### config.mk
export PLATFORM = sky130hd
export DESIGN_NAME = reserved_pool_admission_counter_top
export DESIGN_NICKNAME = d
export VERILOG_FILES = /design/src/rtl/rpac_pkg.sv /design/src/rtl/reserved_pool_admission_counter_top.sv
export SDC_FILE = /design/constraint.sdc
export NUM_CORES = 1
export LEC_CHECK = 0
export BUFFER_PORTS_ARGS = -buffer_cell sky130_fd_sc_hd__buf_2
export CORE_MARGIN = 10
export CORE_UTILIZATION = 30
export DETAILED_ROUTE_END_ITERATION = 6
export GPL_TIMING_DRIVEN = 0
export PLACE_DENSITY = 0.43
export SLEW_MARGIN = 30
export SYNTH_ARGS = -nofsm -noshare
export SYNTH_HDL_FRONTEND = slang
export SYNTH_SLANG_ARGS = --single-unit
export TNS_END_PERCENT = 30
### constraint.sdc
create_clock -name clk -period 6.4 [get_ports clk]
set_clock_uncertainty 0.15 [all_clocks]
set_input_delay 1.28 -clock clk [delete_from_list [all_inputs] [get_ports clk]]
set_output_delay 1.28 -clock clk [all_outputs]
set_load 0.02 [all_outputs]
### src/rtl/rpac_pkg.sv
// ----------------------------------------------------------------------------
// rpac_pkg
// Shared constants, codes and widths of the reserved pool admission counter.
// ----------------------------------------------------------------------------
package rpac_pkg;

  // Default number of classes, class 0 being the shared pool
  localparam int NUM_CLASSES_DEF = 4;
  // Classes that have configuration registers (0..3)
  localparam int CFG_CLASSES     = 4;

  localparam int CNT_W    = 11;
  localparam int LIMIT_W  = 10;
  localparam int KIND_W   = 2;
  localparam int CLS_W    = 2;
  localparam int STATUS_W = 2;
  localparam int CFG_IDX_W  = 3;
  localparam int CFG_DATA_W = 10;
  localparam int IN_DATA_W  = 8;
  localparam int OUT_DATA_W = 16;

  localparam logic [CNT_W-1:0] CNT_MAX = '1;

  // Operation codes
  localparam logic OP_ACQUIRE = 1'b0;
  localparam logic OP_RELEASE = 1'b1;

  // Class kinds; the fourth code decodes as normal only
  localparam logic [KIND_W-1:0] KIND_NORMAL_ONLY    = 2'd0;
  localparam logic [KIND_W-1:0] KIND_NORMAL_FIRST   = 2'd1;
  localparam logic [KIND_W-1:0] KIND_RESERVED_FIRST = 2'd2;

  // Result status codes
  localparam logic [STATUS_W-1:0] ST_OK       = 2'd0;
  localparam logic [STATUS_W-1:0] ST_EXCEEDED = 2'd1;
  localparam logic [STATUS_W-1:0] ST_ZERO     = 2'd2;

  // Configuration register indexes
  localparam logic [CFG_IDX_W-1:0] REG_NORMAL_LIMIT = 3'd0;
  localparam logic [CFG_IDX_W-1:0] REG_C1_KIND      = 3'd1;
  localparam logic [CFG_IDX_W-1:0] REG_C1_LIMIT     = 3'd2;
  localparam logic [CFG_IDX_W-1:0] REG_C2_KIND      = 3'd3;
  localparam logic [CFG_IDX_W-1:0] REG_C2_LIMIT     = 3'd4;
  localparam logic [CFG_IDX_W-1:0] REG_C3_KIND      = 3'd5;
  localparam logic [CFG_IDX_W-1:0] REG_C3_LIMIT     = 3'd6;

  // Reset values of the configuration registers
  localparam logic [LIMIT_W-1:0] NORMAL_LIMIT_RST = 10'd100;
  localparam logic [KIND_W-1:0]  C1_KIND_RST      = KIND_NORMAL_FIRST;
  localparam logic [KIND_W-1:0]  C2_KIND_RST      = KIND_RESERVED_FIRST;
  localparam logic [KIND_W-1:0]  C3_KIND_RST      = KIND_RESERVED_FIRST;

endpackage

### src/rtl/reserved_pool_admission_counter_top.sv
// ----------------------------------------------------------------------------
// reserved_pool_admission_counter_top
// Slot admission control over a shared pool and up to three reserved classes.
// ----------------------------------------------------------------------------
// Takes acquire or release beats and returns one result beat per request: the
// request sits in an input register, the counter update with its compares and
// the pick of the first normal-first class holding a reserved slot run
// combinationally in the execute stage, and the result lands in an output
// register. Throughput is one request per cycle while the output is not stalled,
// bounded by the single counter read-modify-write in the execute stage. in_tready
// stays high while the input register is empty or the output register is empty or
// being drained. Configuration writes take effect on the next edge and are meant for idle periods.
module reserved_pool_admission_counter_top #(
  parameter int NUM_CLASSES = rpac_pkg::NUM_CLASSES_DEF
) (
  input  logic                             clk,
  input  logic                             rst_n,
  // in_tdata: [0] operation, [2:1] client_class, zero above
  input  logic                             in_tvalid,
  output logic                             in_tready,
  input  logic [rpac_pkg::IN_DATA_W-1:0]   in_tdata,
  // out_tdata: [1:0] status, [11:2] normal_in_use, zero above
  output logic                             out_tvalid,
  input  logic                             out_tready,
  output logic [rpac_pkg::OUT_DATA_W-1:0]  out_tdata,
  input  logic                             cfg_we,
  input  logic [rpac_pkg::CFG_IDX_W-1:0]   cfg_index,
  input  logic [rpac_pkg::CFG_DATA_W-1:0]  cfg_wdata
);
  import rpac_pkg::*;

  // Classes that actually count: bounded by the parameter and the registers
  localparam int NUM_ACT = (NUM_CLASSES < CFG_CLASSES) ? NUM_CLASSES : CFG_CLASSES;
  localparam int CNT_IW  = (NUM_ACT > 1) ? $clog2(NUM_ACT) : 1;

  // Configuration registers; entry k belongs to class k+1
  logic [LIMIT_W-1:0] normal_limit_r;
  logic [KIND_W-1:0]  kind_r  [CFG_CLASSES-1];
  logic [LIMIT_W-1:0] limit_r [CFG_CLASSES-1];

  // Counters
  logic [CNT_W-1:0] cnt_r   [NUM_ACT];
  logic [CNT_W-1:0] cnt_nxt [NUM_ACT];

  // Input stage
  logic             s1_valid_r;
  logic             s1_op_r;
  logic [CLS_W-1:0] s1_cls_r;

  // Output stage
  logic                out_valid_r;
  logic [STATUS_W-1:0] out_status_r;
  logic [LIMIT_W-1:0]  out_normal_r;

  logic out_adv;
  logic fire;

  assign out_adv   = !out_valid_r || out_tready;
  assign fire      = s1_valid_r && out_adv;
  assign in_tready = !s1_valid_r || out_adv;

  assign out_tvalid = out_valid_r;
  assign out_tdata  = {{(OUT_DATA_W - STATUS_W - LIMIT_W){1'b0}}, out_normal_r, out_status_r};

  // Write configuration registers
  always_ff @(posedge clk) begin
    if (!rst_n) begin
      normal_limit_r <= NORMAL_LIMIT_RST;
      kind_r[0]      <= C1_KIND_RST;
      kind_r[1]      <= C2_KIND_RST;
      kind_r[2]      <= C3_KIND_RST;
      limit_r[0]     <= '0;
      limit_r[1]     <= '0;
      limit_r[2]     <= '0;
    end else if (cfg_we) begin
      unique case (cfg_index)
        REG_NORMAL_LIMIT: normal_limit_r <= cfg_wdata;
        REG_C1_KIND:      kind_r[0]      <= cfg_wdata[KIND_W-1:0];
        REG_C1_LIMIT:     limit_r[0]     <= cfg_wdata;
        REG_C2_KIND:      kind_r[1]      <= cfg_wdata[KIND_W-1:0];
        REG_C2_LIMIT:     limit_r[1]     <= cfg_wdata;
        REG_C3_KIND:      kind_r[2]      <= cfg_wdata[KIND_W-1:0];
        REG_C3_LIMIT:     limit_r[2]     <= cfg_wdata;
        default: ;
      endcase
    end
  end

  // Decode the class of the held request
  logic               cls_valid;
  logic [CNT_IW-1:0]  cls_idx;
  logic [KIND_W-1:0]  kind_c;
  logic [LIMIT_W-1:0] limit_c;
  logic [CNT_W-1:0]   cnt_c;

  assign cls_valid = ({1'b0, s1_cls_r} < 3'(NUM_ACT));
  assign cls_idx   = s1_cls_r[CNT_IW-1:0];

  always_comb begin
    unique case (s1_cls_r)
      2'd0: begin
        kind_c  = KIND_NORMAL_ONLY;
        limit_c = '0;
      end
      2'd1: begin
        kind_c  = kind_r[0];
        limit_c = limit_r[0];
      end
      2'd2: begin
        kind_c  = kind_r[1];
        limit_c = limit_r[1];
      end
      default: begin
        kind_c  = kind_r[2];
        limit_c = limit_r[2];
      end
    endcase
  end

  always_comb begin
    cnt_c = '0;
    for (int i = 0; i < NUM_ACT; i++) begin
      if (CNT_IW'(i) == cls_idx) cnt_c = cnt_r[i];
    end
  end

  // Pick the lowest normal-first class holding a reserved slot
  logic              pick_hit;
  logic [CNT_IW-1:0] pick_idx;

  always_comb begin
    pick_hit = 1'b0;
    pick_idx = '0;
    for (int i = NUM_ACT - 1; i >= 1; i--) begin
      if (kind_r[i-1] == KIND_NORMAL_FIRST && cnt_r[i] != '0) begin
        pick_hit = 1'b1;
        pick_idx = CNT_IW'(i);
      end
    end
  end

  // Decide the counter moves and the status
  logic                norm_ok;
  logic                inc0;
  logic                incc;
  logic                decc;
  logic                rel_n;
  logic                dec0;
  logic                dec_pick;
  logic [STATUS_W-1:0] st;

  assign norm_ok = (cnt_r[0] < {1'b0, normal_limit_r});

  always_comb begin
    st       = ST_OK;
    inc0     = 1'b0;
    incc     = 1'b0;
    decc     = 1'b0;
    rel_n    = 1'b0;
    dec0     = 1'b0;
    dec_pick = 1'b0;
    if (cls_valid) begin
      if (s1_op_r == OP_ACQUIRE) begin
        unique case (kind_c)
          KIND_NORMAL_FIRST: begin
            if (norm_ok) inc0 = 1'b1;
            else if (cnt_c >= {1'b0, limit_c} || cnt_c == CNT_MAX) st = ST_EXCEEDED;
            else incc = 1'b1;
          end
          KIND_RESERVED_FIRST: begin
            if (cnt_c == CNT_MAX) st = ST_EXCEEDED;
            else if (cnt_c < {1'b0, limit_c}) incc = 1'b1;
            else if (norm_ok) begin
              inc0 = 1'b1;
              incc = 1'b1;
            end else st = ST_EXCEEDED;
          end
          default: begin
            if (norm_ok) inc0 = 1'b1;
            else st = ST_EXCEEDED;
          end
        endcase
      end else begin
        unique case (kind_c)
          KIND_NORMAL_FIRST: begin
            if (cnt_c != '0) decc = 1'b1;
            else rel_n = 1'b1;
          end
          KIND_RESERVED_FIRST: begin
            if (cnt_c == '0) st = ST_ZERO;
            else begin
              decc  = 1'b1;
              rel_n = (cnt_c > {1'b0, limit_c});
            end
          end
          default: rel_n = 1'b1;
        endcase
      end
      // Free a shared slot: move a borrowing class first, else drop the pool
      if (rel_n) begin
        if (pick_hit) dec_pick = 1'b1;
        else if (cnt_r[0] == '0) st = ST_ZERO;
        else dec0 = 1'b1;
      end
    end
  end

  // Apply the moves to each counter
  always_comb begin
    for (int i = 0; i < NUM_ACT; i++) begin
      cnt_nxt[i] = cnt_r[i];
      if (fire) begin
        if ((i == 0 && inc0) || (CNT_IW'(i) == cls_idx && incc)) begin
          cnt_nxt[i] = cnt_r[i] + 1'b1;
        end else if ((i == 0 && dec0) || (CNT_IW'(i) == cls_idx && decc) ||
                     (CNT_IW'(i) == pick_idx && dec_pick)) begin
          cnt_nxt[i] = cnt_r[i] - 1'b1;
        end
      end
    end
  end

  // Hold counters
  always_ff @(posedge clk) begin
    if (!rst_n) begin
      for (int i = 0; i < NUM_ACT; i++) cnt_r[i] <= '0;
    end else begin
      for (int i = 0; i < NUM_ACT; i++) cnt_r[i] <= cnt_nxt[i];
    end
  end

  // Advance the input stage
  always_ff @(posedge clk) begin
    if (!rst_n) begin
      s1_valid_r <= 1'b0;
    end else if (in_tready) begin
      s1_valid_r <= in_tvalid;
    end
  end

  always_ff @(posedge clk) begin
    if (in_tready && in_tvalid) begin
      s1_op_r  <= in_tdata[0];
      s1_cls_r <= in_tdata[CLS_W:1];
    end
  end

  // Advance the output stage
  always_ff @(posedge clk) begin
    if (!rst_n) begin
      out_valid_r <= 1'b0;
    end else if (out_adv) begin
      out_valid_r <= s1_valid_r;
    end
  end

  always_ff @(posedge clk) begin
    if (fire) begin
      out_status_r <= st;
      out_normal_r <= cnt_nxt[0][LIMIT_W-1:0];
    end
  end

endmodule

-- Word level (Yosys, flattened, before mapping)
Memories as Yosys holds them, arrays and structs flattened.
Index checks and enable logic that the tools add are counted.
- register bits after elaboration: 27
- memory bits (writable): 80
- bits of input ports: 26
- output and inout bits: 18
- memories: 3
- add/sub/neg operators: 8
- $lt $le $gt $ge: 4
- equality and inequality tests: 20
- multiplexer cells: 96
- bitwise gates (word level): 10
- reductions and logical operators: 38
- memory list (name ; words ; bits a word ; read ports ; clocked after Yosys merged registers in ; write ports ; line ; text):
    cnt_r ; 4 ; 11 ; 4 ; 0 ; 4 ; reserved_pool_admission_counter_top.sv:42 ; logic [CNT_W-1:0] cnt_r [NUM_ACT];
    limit_r ; 3 ; 10 ; 3 ; 0 ; 3 ; reserved_pool_admission_counter_top.sv:39 ; logic [LIMIT_W-1:0] limit_r [CFG_CLASSES-1];
    kind_r ; 3 ; 2 ; 3 ; 0 ; 3 ; reserved_pool_admission_counter_top.sv:38 ; logic [KIND_W-1:0] kind_r [CFG_CLASSES-1];
- operators with widths (kind ; count):
    $mux W11 ; 20
    $mux W1 ; 55
    $add A11 B1 Y11 const B ; 4
    $reduce_bool A11 Y1 ; 4
    $sub A11 B1 Y11 const B ; 4
    $mux W10 ; 3
    $pmux W10 S3 ; 1
    $mux W2 ; 12
    $logic_not A11 Y1 ; 2
    $lt A11 B10 Y1 ; 2
    $logic_and A1 B1 Y1 ; 17
    $eq A11 B11 Y1 const B ; 1
    $ge A11 B10 Y1 ; 1
    $gt A11 B10 Y1 ; 1
    $eq A2 B1 Y1 const B ; 5
    $or A1 B1 Y1 ; 10
    $eq A3 B3 Y1 const B ; 3
    $logic_or A1 B1 Y1 ; 9
    $eq A2 B2 Y1 const A ; 4
    $eq A3 B2 Y1 const B ; 2
    $pmux W1 S2 ; 3
    $pmux W2 S3 ; 1
    $eq A1 B2 Y1 const A ; 2
    $eq A2 B2 Y1 const B ; 2
    other kinds (6) ; 8

-- Longest topological paths before layout
Gate-level depths: netlist of the first run.
- word-level depth: 16
- gate-level depth with buffers: 21

-- Least setup slack after synthesis of the first run
OpenSTA, ideal clock, no wires.
- path kind: register to register
- from: register s1_cls_r[1], in the netlist cls_idx[1]
- to: memory cnt_r[1][10]
- arrival: 4.824 ns
- data required time: 6.178 ns
- slack: 1.354 ns
- cell stages (with the launch flop): 21
- clock period less this slack: 5.046 ns
- cells stage by stage: edfxtp_1 clkbuf_1 clkbuf_1 mux2_2 a22oi_1 ha_1 nand3_1 or4_4 nand4_1 a211oi_2 nand4b_1 fa_1 a21o_1 a21oi_1 o21bai_1 a2111oi_0 nor3_1 nand3_1 a21oi_1 o21ai_0 mux2i_1
- RTL lines (item ; line ; text):
    start: declaration ; reserved_pool_admission_counter_top.sv:48 ; logic [CLS_W-1:0] s1_cls_r;
    start signal: assignment ; reserved_pool_admission_counter_top.sv:244 ; s1_cls_r <= in_tdata[CLS_W:1];
    end: declaration ; reserved_pool_admission_counter_top.sv:42 ;

==> key figures, run 1 <==
Run status
  • Status: finished clean

Floorplanning
  • Std-Cell Rows: 54
  • Die height: 168 µm
  • Core Region: 21,700 µm²
  • Io pins: 44
  • DIE AREA: 28,300 µm²
  • Initial core utilization: 30.4%
  • Die W: 168 µm

GRT
  • Global-route wire length before repair: 29,200 µm
  • Vias in the first global route: 5,269
  • Pin count of the biggest net entering global routing: 22
  • Antenna violations before repair: 0
  • GRT Total Usage: 12.9%
  • Gr ovfl total: 0

Timing
  • RSZ-0062 raised after global routing: false
  • Fin crit share: 91.1%
  • Fmax: 171 MHz
  • Final Hold Viols: 0
  • Setup-failing EPs final: 0
  • Slew @ Worst Pin: 0.730 ns
  • Final Max Tran Viols: 0
  • Minimum clock period: 5.83 ns
  • Relative slew slack: 51.3%

Yosys
  • Synth Area in XOR/XNOR: 4.39%
  • Post-synth EDFFs: 51
  • Sequential fraction of the synthesis area: 40.3%
  • Largest family of logic cells by synthesized area: simple AND/OR/NAND/NOR gates
  • Synth Area in Simple Gates: 17.2%
  • Synth Area per Inst: 10.1 µm²
  • Synthesized cell area: 6590 µm²
  • Synth Instances: 654
  • Post-synthesis compound-gate area fraction: 13.2%
  • Mux contribution to synthesized area: 10.7%
  • Ys async rst share: 0%
  • FF+latch count, synth: 107
  • Synthesis Warnings: 0
  • Adder-cell area share of the yosys netlist: 10.4%
  • Main synth FF type: dfxtp_1
  • Count of cell types in the netlist: 67

Route
  • DRC: 0
  • DR vias/cell: 5.22
  • Routed Antenna Nets: 0
  • Initial DRC Count: 283
  • Drt total wl: 18,100 µm
  • Drt pass-1 iters: 5
  • DR vias: 5,175
  • Post-DR wirelength/cell: 18.3 µm

Finish
  • ANT cells: 0
  • Cell area after layout: 7490 µm²
  • Area Growth Syn to Fin: 13.8%
  • Nets: 786
  • Leading cell types in the layout, fill and taps excluded: dfxtp_1, edfxtp_1, ha_1
  • Most common cell after layout, fill and taps aside: dfxtp_1
  • Share of cells above drive strength 1: 14.5%

Clocking
  • CTS tree: yes
  • Root Driver: clkbuf_16
  • Clock Sinks: 107
  • H-tree depth: 3
  • Clk buf depth: 2
  • Reg clk slew, reported paths: 0.08 ns
  • CTS Hold Bufs: 0
  • TritonCTS Buffers: 9
  • Clock Latency Late Sink: 0.36 ns

Worst setup path
  • Max FO, Critical Path: 12
  • Crit start category: flip-flop
  • WP data required: 6.54 ns
  • Worst path arrival time: 5.97 ns
  • FF-to-FF setup slack: 0.57 ns
  • Crit end category: flip-flop
  • Setup CP Type: reg -> reg

Pwr
  • P_leak: 2.92 nW
  • VDD IR max: 0.110 mV
  • Tot Pwr: 0.00160 W
  • PwrDens: 213 nW/µm²

Placement
  • DPL Wire Length: 14,100 µm
  • Port buffer count: 34
  • Cell Area, Placed: 7140 µm²
  • Gpl congestion: 0.835

Run
  • MaxCap Viol Count: 0

Min path
  • Hold crit path type: reg -> reg
[per-layer routing]
metal / vias to the layer above / part of all wire, % / global-route usage [%]
li1: 2534 / - / -
met3: 13 / 3.3 / 2.10
met5: - / 0 / 0
met2: 102 / 50 / 22.1
met1: 2526 / 46 / 16.5
met4: 0 / 1.4 / 3.63
[area by class of cell]
type | count | area [µm²]
plain buffers | 29 | 141
clock buffers | 9 | 225
clock inverters | 7 | 87.6
fillers | 2191 | 14200
inverters | 30 | 113
multi-input cells | 491 | 3720
flip-flops and latches | 107 | 2650
well taps | 280 | 350
repair buffers | 39 | 208
[cell usage after synthesis (all sizes together) (12+ instances only)]
master / n / area share, %
o21ai: 18 / 1.4
a21oi: 39 / 3.0
nand3: 20 / 1.5
mux2i: 31 / 4.7
mux2: 12 / 2.1
inv: 29 / 1.7
clkbuf: 19 / 1.1
nor3: 19 / 1.4
dfxtp: 56 / 17
nand2b: 16 / 1.5
nor2: 49 / 2.8
nand4: 13 / 1.2
ha: 50 / 9.5
xnor2: 27 / 3.6
nand2: 42 / 2.4
and2: 23 / 2.2
edfxtp: 51 / 23
nor4: 12 / 1.1
[state kept, by name, indices dropped and copies added (netlist names)]
signal	count
cnt_r	44
kind_r	6
cls_idx	2
out_status_r	2
s1_op_r	1
out_normal_r	10
out_tvalid	1
s1_valid_r	1
limit_r	30
normal_limit_r	10
[cells by family after synthesis]
family | after synthesis
fa+ha+maj | 53
xor+xnor | 33
flops | 107
compound gates | 126
buf+inv | 59
mux | 54
other cells | 1
simple gates | 221
[final timing paths]
check,startpoint,cells past startpoint,to
setup reg to reg,cls_idx[1]$_DFFE_PP_,21,cnt_r[2][10]$_SDFFE_PN0P_
hold / removal,normal_limit_r[0]$_SDFFE_PN0P_,2,normal_limit_r[0]$_SDFFE_PN0P_
hold reg to reg,normal_limit_r[0]$_SDFFE_PN0P_,2,normal_limit_r[0]$_SDFFE_PN0P_
setup / recovery,cls_idx[1]$_DFFE_PP_,21,cnt_r[2][10]$_SDFFE_PN0P_
[critical path, stage by stage, from the launching register on]
cell	delay, ns
edfxtp_1	0.39
clkbuf_1	0.38
clkbuf_2	0.40
mux2_2	0.38
a22oi_1	0.27
ha_1	0.31
a211oi_1	0.20
nor2_1	0.07
nor3_1	0.14
o21ai_0	0.21
nand2_1	0.30
nand3_2	0.35
fa_1	0.54
a21o_1	0.18
a21oi_1	0.21
o21bai_1	0.12
a2111oi_0	0.42
nor3_1	0.13
nand3_1	0.13
a21oi_1	0.07
o21ai_0	0.22
mux2i_1	0.19
[metrics by stage]
stage	setup WS [ns]	setup TNS, ns	hold slack [ns]	utilization [%]	instances
CTS	0.0290	0	0.318	34.5	990
global placement	-0.0789	-0.0789	0.304	32.8	971
floorplan	1.35	0	0.286	-	657
finish	0.569	0	0.315	34.6	992
detailed placement	-0.131	-0.197	0.307	32.9	971
global route	0.157	0	0.337	34.6	992
[power by group]
part / total, W / leakage [nW] / internal (W) / switching (W)
Sequential: 0.000767 / 0.948 / 0.000749 / 0.0000182
Combinational: 0.000229 / 1.82 / 0.0000902 / 0.000138
Clock: 0.000602 / 0.155 / 0.000315 / 0.000287
Total: 0.00160 / 2.92 / 0.00115 / 0.000443
[repair_timing]
action | in CTS | in global routing
gates resized for setup | 1 | 3
endpoints found under the hold margin | 0 | 0
setup endpoints to repair | 2 | 6
pin swaps | 1 | 1
gates cloned | 0 | 0
setup buffers | 3 | 2
(Power assumes the default switching activity.)
==> run 2: changes to the inputs <==
--- a/config.mk
+++ b/config.mk
@@ -6,11 +6,12 @@
 export NUM_CORES = 1
 export LEC_CHECK = 0
 export BUFFER_PORTS_ARGS = -buffer_cell sky130_fd_sc_hd__buf_2
+export CAP_MARGIN = 0
 export CORE_MARGIN = 10
 export CORE_UTILIZATION = 30
 export DETAILED_ROUTE_END_ITERATION = 6
 export GPL_TIMING_DRIVEN = 0
-export PLACE_DENSITY = 0.43
+export PLACE_DENSITY = 0.45
 export SLEW_MARGIN = 30
 export SYNTH_ARGS = -nofsm -noshare
 export SYNTH_HDL_FRONTEND = slang
==> constraint.sdc (replaced) <==
create_clock -name clk -period 4.73 [get_ports clk]
set_clock_uncertainty 0.15 [all_clocks]
set_input_delay 0.946 -clock clk [delete_from_list [all_inputs] [get_ports clk]]
set_output_delay 0.946 -clock clk [all_outputs]
set_load 0.02 [all_outputs]
==> key figures, run 2 (same netlist as run 1, synthesis figures left out) <==
Floorplanning
  • Initial core utilization: 30.4% (unchanged)
  • Core Region: 21,700 µm² (unchanged)
  • Std-Cell Rows: 54 (unchanged)
  • Io pins: 44 (unchanged)
  • Die W: 168 µm (unchanged)
  • Die height: 168 µm (unchanged)
  • DIE AREA: 28,300 µm² (unchanged)

Timing
  • Slew @ Worst Pin: 0.772 ns (+0.0419 ns)
  • Final Hold Viols: 0 (unchanged)
  • RSZ-0062 raised after global routing: true
  • Setup-failing EPs final: 3 (+3)
  • Fmax: 211 MHz (+23%)
  • Final Max Tran Viols: 0 (unchanged)
  • Final worst slack: -0.0169 ns (-0.586 ns)
  • Relative slew slack: 48.5% (-2.8 points)
  • Minimum clock period: 4.75 ns (-1.08 ns)
  • Fin crit share: 100% (+9.2 points)

Worst setup path
  • Worst flop-to-flop path endpoint: cnt_r[1][10]$_SDFFE_PN0P_
  • Worst path arrival time: 4.84 ns (-1.13 ns)
  • Crit path largest cell delay: 0.46 ns (-0.08 ns)
  • FF-to-FF setup slack: -0.02 ns (-0.59 ns)
  • Delay-heaviest family, CP: compound AO/OA/AOI/OAI gates
  • CP max-delay cell: edfxtp_1
  • Setup CP Type: reg -> reg
  • CP Buf/Inv Count: 4 (+2)
  • Max FO, Critical Path: 5 (-7)
  • WP data required: 4.83 ns (-1.71 ns)
  • Crit start category: flip-flop
  • Crit end category: flip-flop
  • Worst R2R Path Depth: 22 (+4.8%)
  • Cell mode on critical path: nand4_1
  • CP cell instances: buf_8 -> clkbuf_16 -> mux2_4 -> a22oi_2 -> ha_4 -> nand4_1 -> or4_4 -> nand4_1 -> a211oi_4 -> buf_4 -> nand4b_1 -> buf_6 -> fa_2 -> a21o_1 -> a21oi_2 -> o21bai_2 -> a2111oi_4 -> nor3_2 -> nand3_1 -> and3_1 -> o21ai_2 -> mux2i_1
  • Reg-to-reg critical path startpoint: cls_idx[1]$_DFFE_PP_

Placement
  • Dpl cells: 971 (unchanged)
  • Port buffer count: 34 (unchanged)
  • Cell Area, Placed: 7150 µm² (+0.16%)
  • DPL Wire Length: 13,800 µm (-2.0%)
  • Gpl congestion: 0.861 (+3.1%)

GRT
  • Global-route wire length before repair: 28,900 µm (-1.2%)
  • GRT Total Usage: 12.8% (-0.097 points)
  • Antenna violations before repair: 0 (unchanged)
  • Vias in the first global route: 5,152 (-2.2%)
  • Gr ovfl total: 0 (unchanged)
  • Pin count of the biggest net entering global routing: 22 (unchanged)

Finish
  • Cell area after layout: 8040 µm² (+7.3%)
  • Nets: 811 (+3.2%)
  • Largest registers: cnt_r (44), limit_r (30)
  • Post-route non-filler standard cell count: 1,017 (+2.5%)
  • ANT cells: 0 (unchanged)
  • Leading cell types in the layout, fill and taps excluded: dfxtp_1, edfxtp_1, nor2_1
  • Share of cells above drive strength 1: 24.2% (+9.7 points)
  • # fillers: 2,137 (-2.5%)
  • Area Growth Syn to Fin: 22.1%
  • Max FFs per register: 44 (unchanged)
  • Most common cell after layout, fill and taps aside: dfxtp_1
  • Top reg by flops: cnt_r

Route
  • Drt total wl: 18,600 µm (+2.9%)
  • Drt pass-1 iters: 4 (-1)
  • Post-DR wirelength/cell: 18.3 µm (+0.35%)
  • DRC: 0 (unchanged)
  • DR vias/cell: 5.15 (-1.2%)
  • Initial DRC Count: 306 (+8.1%)
  • DR vias: 5,241 (+1.3%)
  • Routed Antenna Nets: 0 (unchanged)

Clocking
  • H-tree depth: 3 (unchanged)
  • Clk buf depth: 2 (unchanged)
  • Clock Latency Late Sink: 0.37 ns (about the same)
  • Reg clk slew, reported paths: 0.08 ns (about the same)
  • CTS tree: yes
  • TritonCTS Buffers: 9 (unchanged)
  • Root Driver: clkbuf_16
  • Clock Sinks: 107 (unchanged)

Run status
  • Failing checks: negative setup slack
  • Status: complete, but fails checks

Min path
  • Hold_sp: normal_limit_r[9]$_SDFFE_PN0P_
  • WHS Path Cells: 2 (unchanged)
  • Worst Hold End: normal_limit_r[9]$_SDFFE_PN0P_
  • Hold crit path type: reg -> reg

Run
  • MaxCap Viol Count: 0 (unchanged)

Pwr
  • P_leak: 3.15 nW (+8.0%)
  • VDD IR max: 0.147 mV (+34%)
  • PwrDens: 270 nW/µm² (+27%)
## run 2: cell type report
type | instances | area [µm²] | share of cell area, %
Buffer | 29 | 194 | 2.41
Tap cell | 280 | 350 | 4.36
Inverter | 30 | 113 | 1.40
Sequential cell | 107 | 2650 | 33.0
Timing Repair Buffer | 64 | 438 | 5.45
Multi-Input combinational cell | 491 | 3990 | 49.7
Clock buffer | 9 | 225 | 2.80
Clock inverter | 7 | 75.1 | 0.934
## run 2: worst register-to-register path: cells and delay by family (launching register included)
kind                       cells  cell delay (ns)
AOI/OAI and AO/OA              7             1.43
adders and majority gates      2             0.60
buffers and inverters          4             0.63
DFF                            1             0.46
and+or+nand+nor                7             0.94
muxes                          2             0.42
## run 2: metal layers
layer	part of all wire, %	GRT usage, %	up-vias	wire length, µm
met3	3.9	2.00	20	733
met1	45	16.2	2534	8340
met2	49	21.6	105	9180
met5	0	0	-	0
li1	-	-	2582	-
met4	2.1	4.88	0	389
## run 2: stage by stage
stage | worst slack, ns | setup TNS (ns) | hold WS, ns | util [%] | power, W
2_1_floorplan | 0.00150 | 0 | 0.286 | - | 0.00127
6_report | -0.0169 | -0.0475 | 0.310 | 37.1 | 0.00217
3_3_place_gp | -1.17 | -14.28 | 0.300 | 32.9 | 0.00136
3_5_place_dp | -1.18 | -15.22 | 0.300 | 33.0 | 0.00137
5_1_grt | -0.269 | -1.54 | 0.337 | 37.1 | 0.00226
4_1_cts | -0.0457 | -0.0734 | 0.311 | 35.8 | 0.00217
## run 2: what timing repair did
action,4_1_cts,5_1_grt
hold buffers,0,0
gates resized for setup,49,30
hold endpoints to repair,0,0
endpoints found under the setup margin,24,12
pin swaps,18,23
cloned,1,1
buffers inserted,17,11
## run 2: worst max path at each step
stage | slack [ns] | to | cells past startpoint | from
2_1_floorplan | 0.001 | cnt_r[1][10]$_SDFFE_PN0P_ | 20 | cls_idx[1]$_DFFE_PP_
3_3_place_gp | -1.17 | cnt_r[3][10]$_SDFFE_PN0P_ | 21 | cls_idx[1]$_DFFE_PP_
3_5_place_dp | -1.18 | cnt_r[3][10]$_SDFFE_PN0P_ | 20 | cls_idx[1]$_DFFE_PP_
4_1_cts | -0.05 | cnt_r[1][10]$_SDFFE_PN0P_ | 22 | cls_idx[1]$_DFFE_PP_
5_1_grt | -0.27 | cnt_r[1][10]$_SDFFE_PN0P_ | 22 | cls_idx[1]$_DFFE_PP_
6_report | -0.02 | cnt_r[1][10]$_SDFFE_PN0P_ | 22 | cls_idx[1]$_DFFE_PP_
## run 2: report_power, final
group / internal (W) / total, W / switching, W
Sequential: 0.00101 / 0.00104 / 0.0000259
Clock: 0.000378 / 0.000780 / 0.000403
Combinational: 0.000150 / 0.000355 / 0.000204
==> run 3: changes to the inputs <==
--- a/config.mk
+++ b/config.mk
@@ -5,7 +5,7 @@
 export SDC_FILE = /design/constraint.sdc
 export NUM_CORES = 1
 export LEC_CHECK = 0
-export BUFFER_PORTS_ARGS = -buffer_cell sky130_fd_sc_hd__buf_2
+export BUFFER_PORTS_ARGS = -buffer_cell sky130_fd_sc_hd__buf_4
 export CAP_MARGIN = 0
 export CORE_MARGIN = 10
 export CORE_UTILIZATION = 30
==> key figures, run 3 (same netlist as run 1, synthesis figures left out) <==
Finish
  • Top reg by flops: cnt_r
  • Nets: 812 (+0.12%)
  • Share of cells above drive strength 1: 25.3% (+1.2 points)
  • ANT cells: 0 (unchanged)
  • Leading cell types in the layout, fill and taps excluded: buf_4, dfxtp_1, edfxtp_1
  • Most common cell after layout, fill and taps aside: buf_4
  • Max FFs per register: 44 (unchanged)
  • Largest registers: cnt_r (44), limit_r (30)
  • Area Growth Syn to Fin: 24.3%

Worst setup path
  • Worst path arrival time: 4.81 ns (-0.03 ns)
  • WP data required: 4.82 ns (about the same)
  • Crit end category: flip-flop
  • Worst R2R Path Depth: 21 (-4.5%)
  • Reg-to-reg critical path startpoint: cls_idx[0]$_DFFE_PP_
  • Max FO, Critical Path: 9 (+4)
  • Worst flop-to-flop path endpoint: cnt_r[1][8]$_SDFFE_PN0P_
  • FF-to-FF setup slack: 0.006 ns (+0.02 ns)
  • Crit start category: flip-flop
  • Setup CP Type: reg -> reg

Clocking
  • CTS Hold Bufs: 0 (unchanged)
  • H-tree depth: 3 (unchanged)
  • Root Driver: clkbuf_16
  • Clk buf depth: 2 (unchanged)
  • CTS tree: yes
  • Clock Sinks: 107 (unchanged)
  • Reg clk slew, reported paths: 0.08 ns (about the same)
  • Clock Latency Late Sink: 0.36 ns (about the same)
  • TritonCTS Buffers: 9 (unchanged)

Route
  • Drt pass-1 iters: 5 (+1)
  • DR vias/cell: 5.20 (+0.84%)
  • DR vias: 5,290 (+0.93%)
  • Post-DR wirelength/cell: 18.5 µm (+0.67%)
  • Drt total wl: 18,800 µm (+0.77%)
  • Routed Antenna Nets: 0 (unchanged)
  • Initial DRC Count: 304 (-0.65%)
  • DRC: 0 (unchanged)

Timing
  • Final worst slack: 0.00553 ns (+0.0225 ns)
  • Slew @ Worst Pin: 0.809 ns (+0.0375 ns)
  • Minimum clock period: 4.72 ns (-0.0225 ns)
  • Final Max Tran Viols: 0 (unchanged)
  • Fin crit share: 99.9% (-0.47 points)
  • Relative slew slack: 46.0% (-2.5 points)
  • Fmax: 212 MHz (+0.48%)
  • Final Hold Viols: 0 (unchanged)
  • RSZ-0062 raised after global routing: true
  • Setup-failing EPs final: 0 (-3)

Placement
  • DPL Wire Length: 13,800 µm (+0.13%)
  • Port buffer count: 34 (unchanged)
  • Gpl congestion: 0.861 (about the same)
  • Pre-CTS WS: -1.16 ns (+0.0171 ns)

Run
  • MaxCap Viol Count: 0 (unchanged)

GRT
  • GRT Total Usage: 13.1% (+0.22 points)
  • Global route hottest layer: met2
  • GR Util met1: 16.1% (-0.15 points)
  • Grt met3 use: 2.56% (+0.56 points)
  • Vias in the first global route: 5,375 (+4.3%)
  • GR Layer Usage met2: 22.1% (+0.51 points)
  • Antenna violations before repair: 0 (unchanged)
  • Pin count of the biggest net entering global routing: 22 (unchanged)
  • Global-route wire length before repair: 29,500 µm (+2.2%)
  • Gr ovfl total: 0 (unchanged)

Floorplanning
  • Die W: 168 µm (unchanged)
  • Io pins: 44 (unchanged)
  • Std-Cell Rows: 54 (unchanged)
  • Die height: 168 µm (unchanged)
  • Initial core utilization: 30.4% (unchanged)
  • Core Region: 21,700 µm² (unchanged)
  • DIE AREA: 28,300 µm² (unchanged)

Pwr
  • Tot Pwr: 0.00217 W (-0.23%)
  • PwrDens: 265 nW/µm² (-2.0%)
  • P_leak: 3.15 nW (-0.18%)
  • VDD IR max: 0.164 mV (+11%)

Min path
  • Worst Hold End: normal_limit_r[1]$_SDFFE_PN0P_
  • Hold_sp: normal_limit_r[1]$_SDFFE_PN0P_
  • Hold crit path type: reg -> reg
  • WHS Path Cells: 2 (unchanged)

Run status
  • Status: finished clean
run 3: what timing repair did:
item                                    CTS  global route
cloned                                    1             1
setup buffers                            17            12
endpoints found under the setup margin   24            12
pin swaps                                19            27
hold endpoints to repair                  0             0
gates resized for setup                  43            41
run 3: final cells by class:
class                      instances  area, µm²
sequential                       107       2650
inverter                          30        113
clock inverter                     7       63.8
buffer                            29        190
timing repair buffer              65        527
fill                            2136      13500
multi-input combinational        491       4070
clock buffer                       9        225
tap                              280        350
run 3: metal layers:
layer | share of wire [%] | up-vias
met3 | 4.8 | 27
met1 | 44 | 2571
met2 | 49 | 112
met5 | 0 | -
met4 | 2.7 | 0
li1 | - | 2580
run 3: worst max-delay path, cell delays in order (launching register included):
cell and delay (ns):
edfxtp_1 0.44, buf_4 0.17, clkbuf_16 0.15, mux4_2 0.50, ha_4 0.30, nand4_1 0.12
or4_4 0.51, nand4_1 0.18, a211oi_4 0.09, buf_4 0.16, nand4b_1 0.10, buf_6 0.13
buf_4 0.19, ha_4 0.23, a21oi_2 0.17, o21bai_2 0.10, a2111oi_4 0.31, nor3_2 0.10
buf_4 0.14, xor2_1 0.14, mux2i_1 0.14, nor2_1 0.05
run 3: how the worst max path moves through the flow:
stage                         start                         to
2_1_floorplan  cls_idx[1]$_DFFE_PP_  cnt_r[1][10]$_SDFFE_PN0P_
3_3_place_gp   cls_idx[1]$_DFFE_PP_  cnt_r[3][10]$_SDFFE_PN0P_
3_5_place_dp   cls_idx[1]$_DFFE_PP_  cnt_r[3][10]$_SDFFE_PN0P_
4_1_cts        cls_idx[1]$_DFFE_PP_  cnt_r[1][10]$_SDFFE_PN0P_
5_1_grt        cls_idx[0]$_DFFE_PP_   cnt_r[1][8]$_SDFFE_PN0P_
6_report       cls_idx[0]$_DFFE_PP_   cnt_r[1][8]$_SDFFE_PN0P_
run 3: metrics by stage:
stage | hold slack (ns) | util (%) | setup TNS (ns) | cell area, µm² | cells
after CTS | 0.313 | 36.1 | -0.104 | 7840 | 1005
after global routing | 0.334 | 37.8 | -0.948 | 8190 | 1018
after floorplan | 0.286 | - | 0 | 6610 | 657
final | 0.308 | 37.8 | 0 | 8190 | 1018
after global placement | 0.300 | 33.3 | -14.18 | 7210 | 971
after detailed placement | 0.303 | 33.3 | -14.21 | 7230 | 971
run 3: power breakdown:
group          total (W)  internal, W  switching, W
clock network   0.000762     0.000371      0.000390
logic           0.000369     0.000162      0.000207
registers        0.00104      0.00101     0.0000254
total            0.00217      0.00155      0.000623
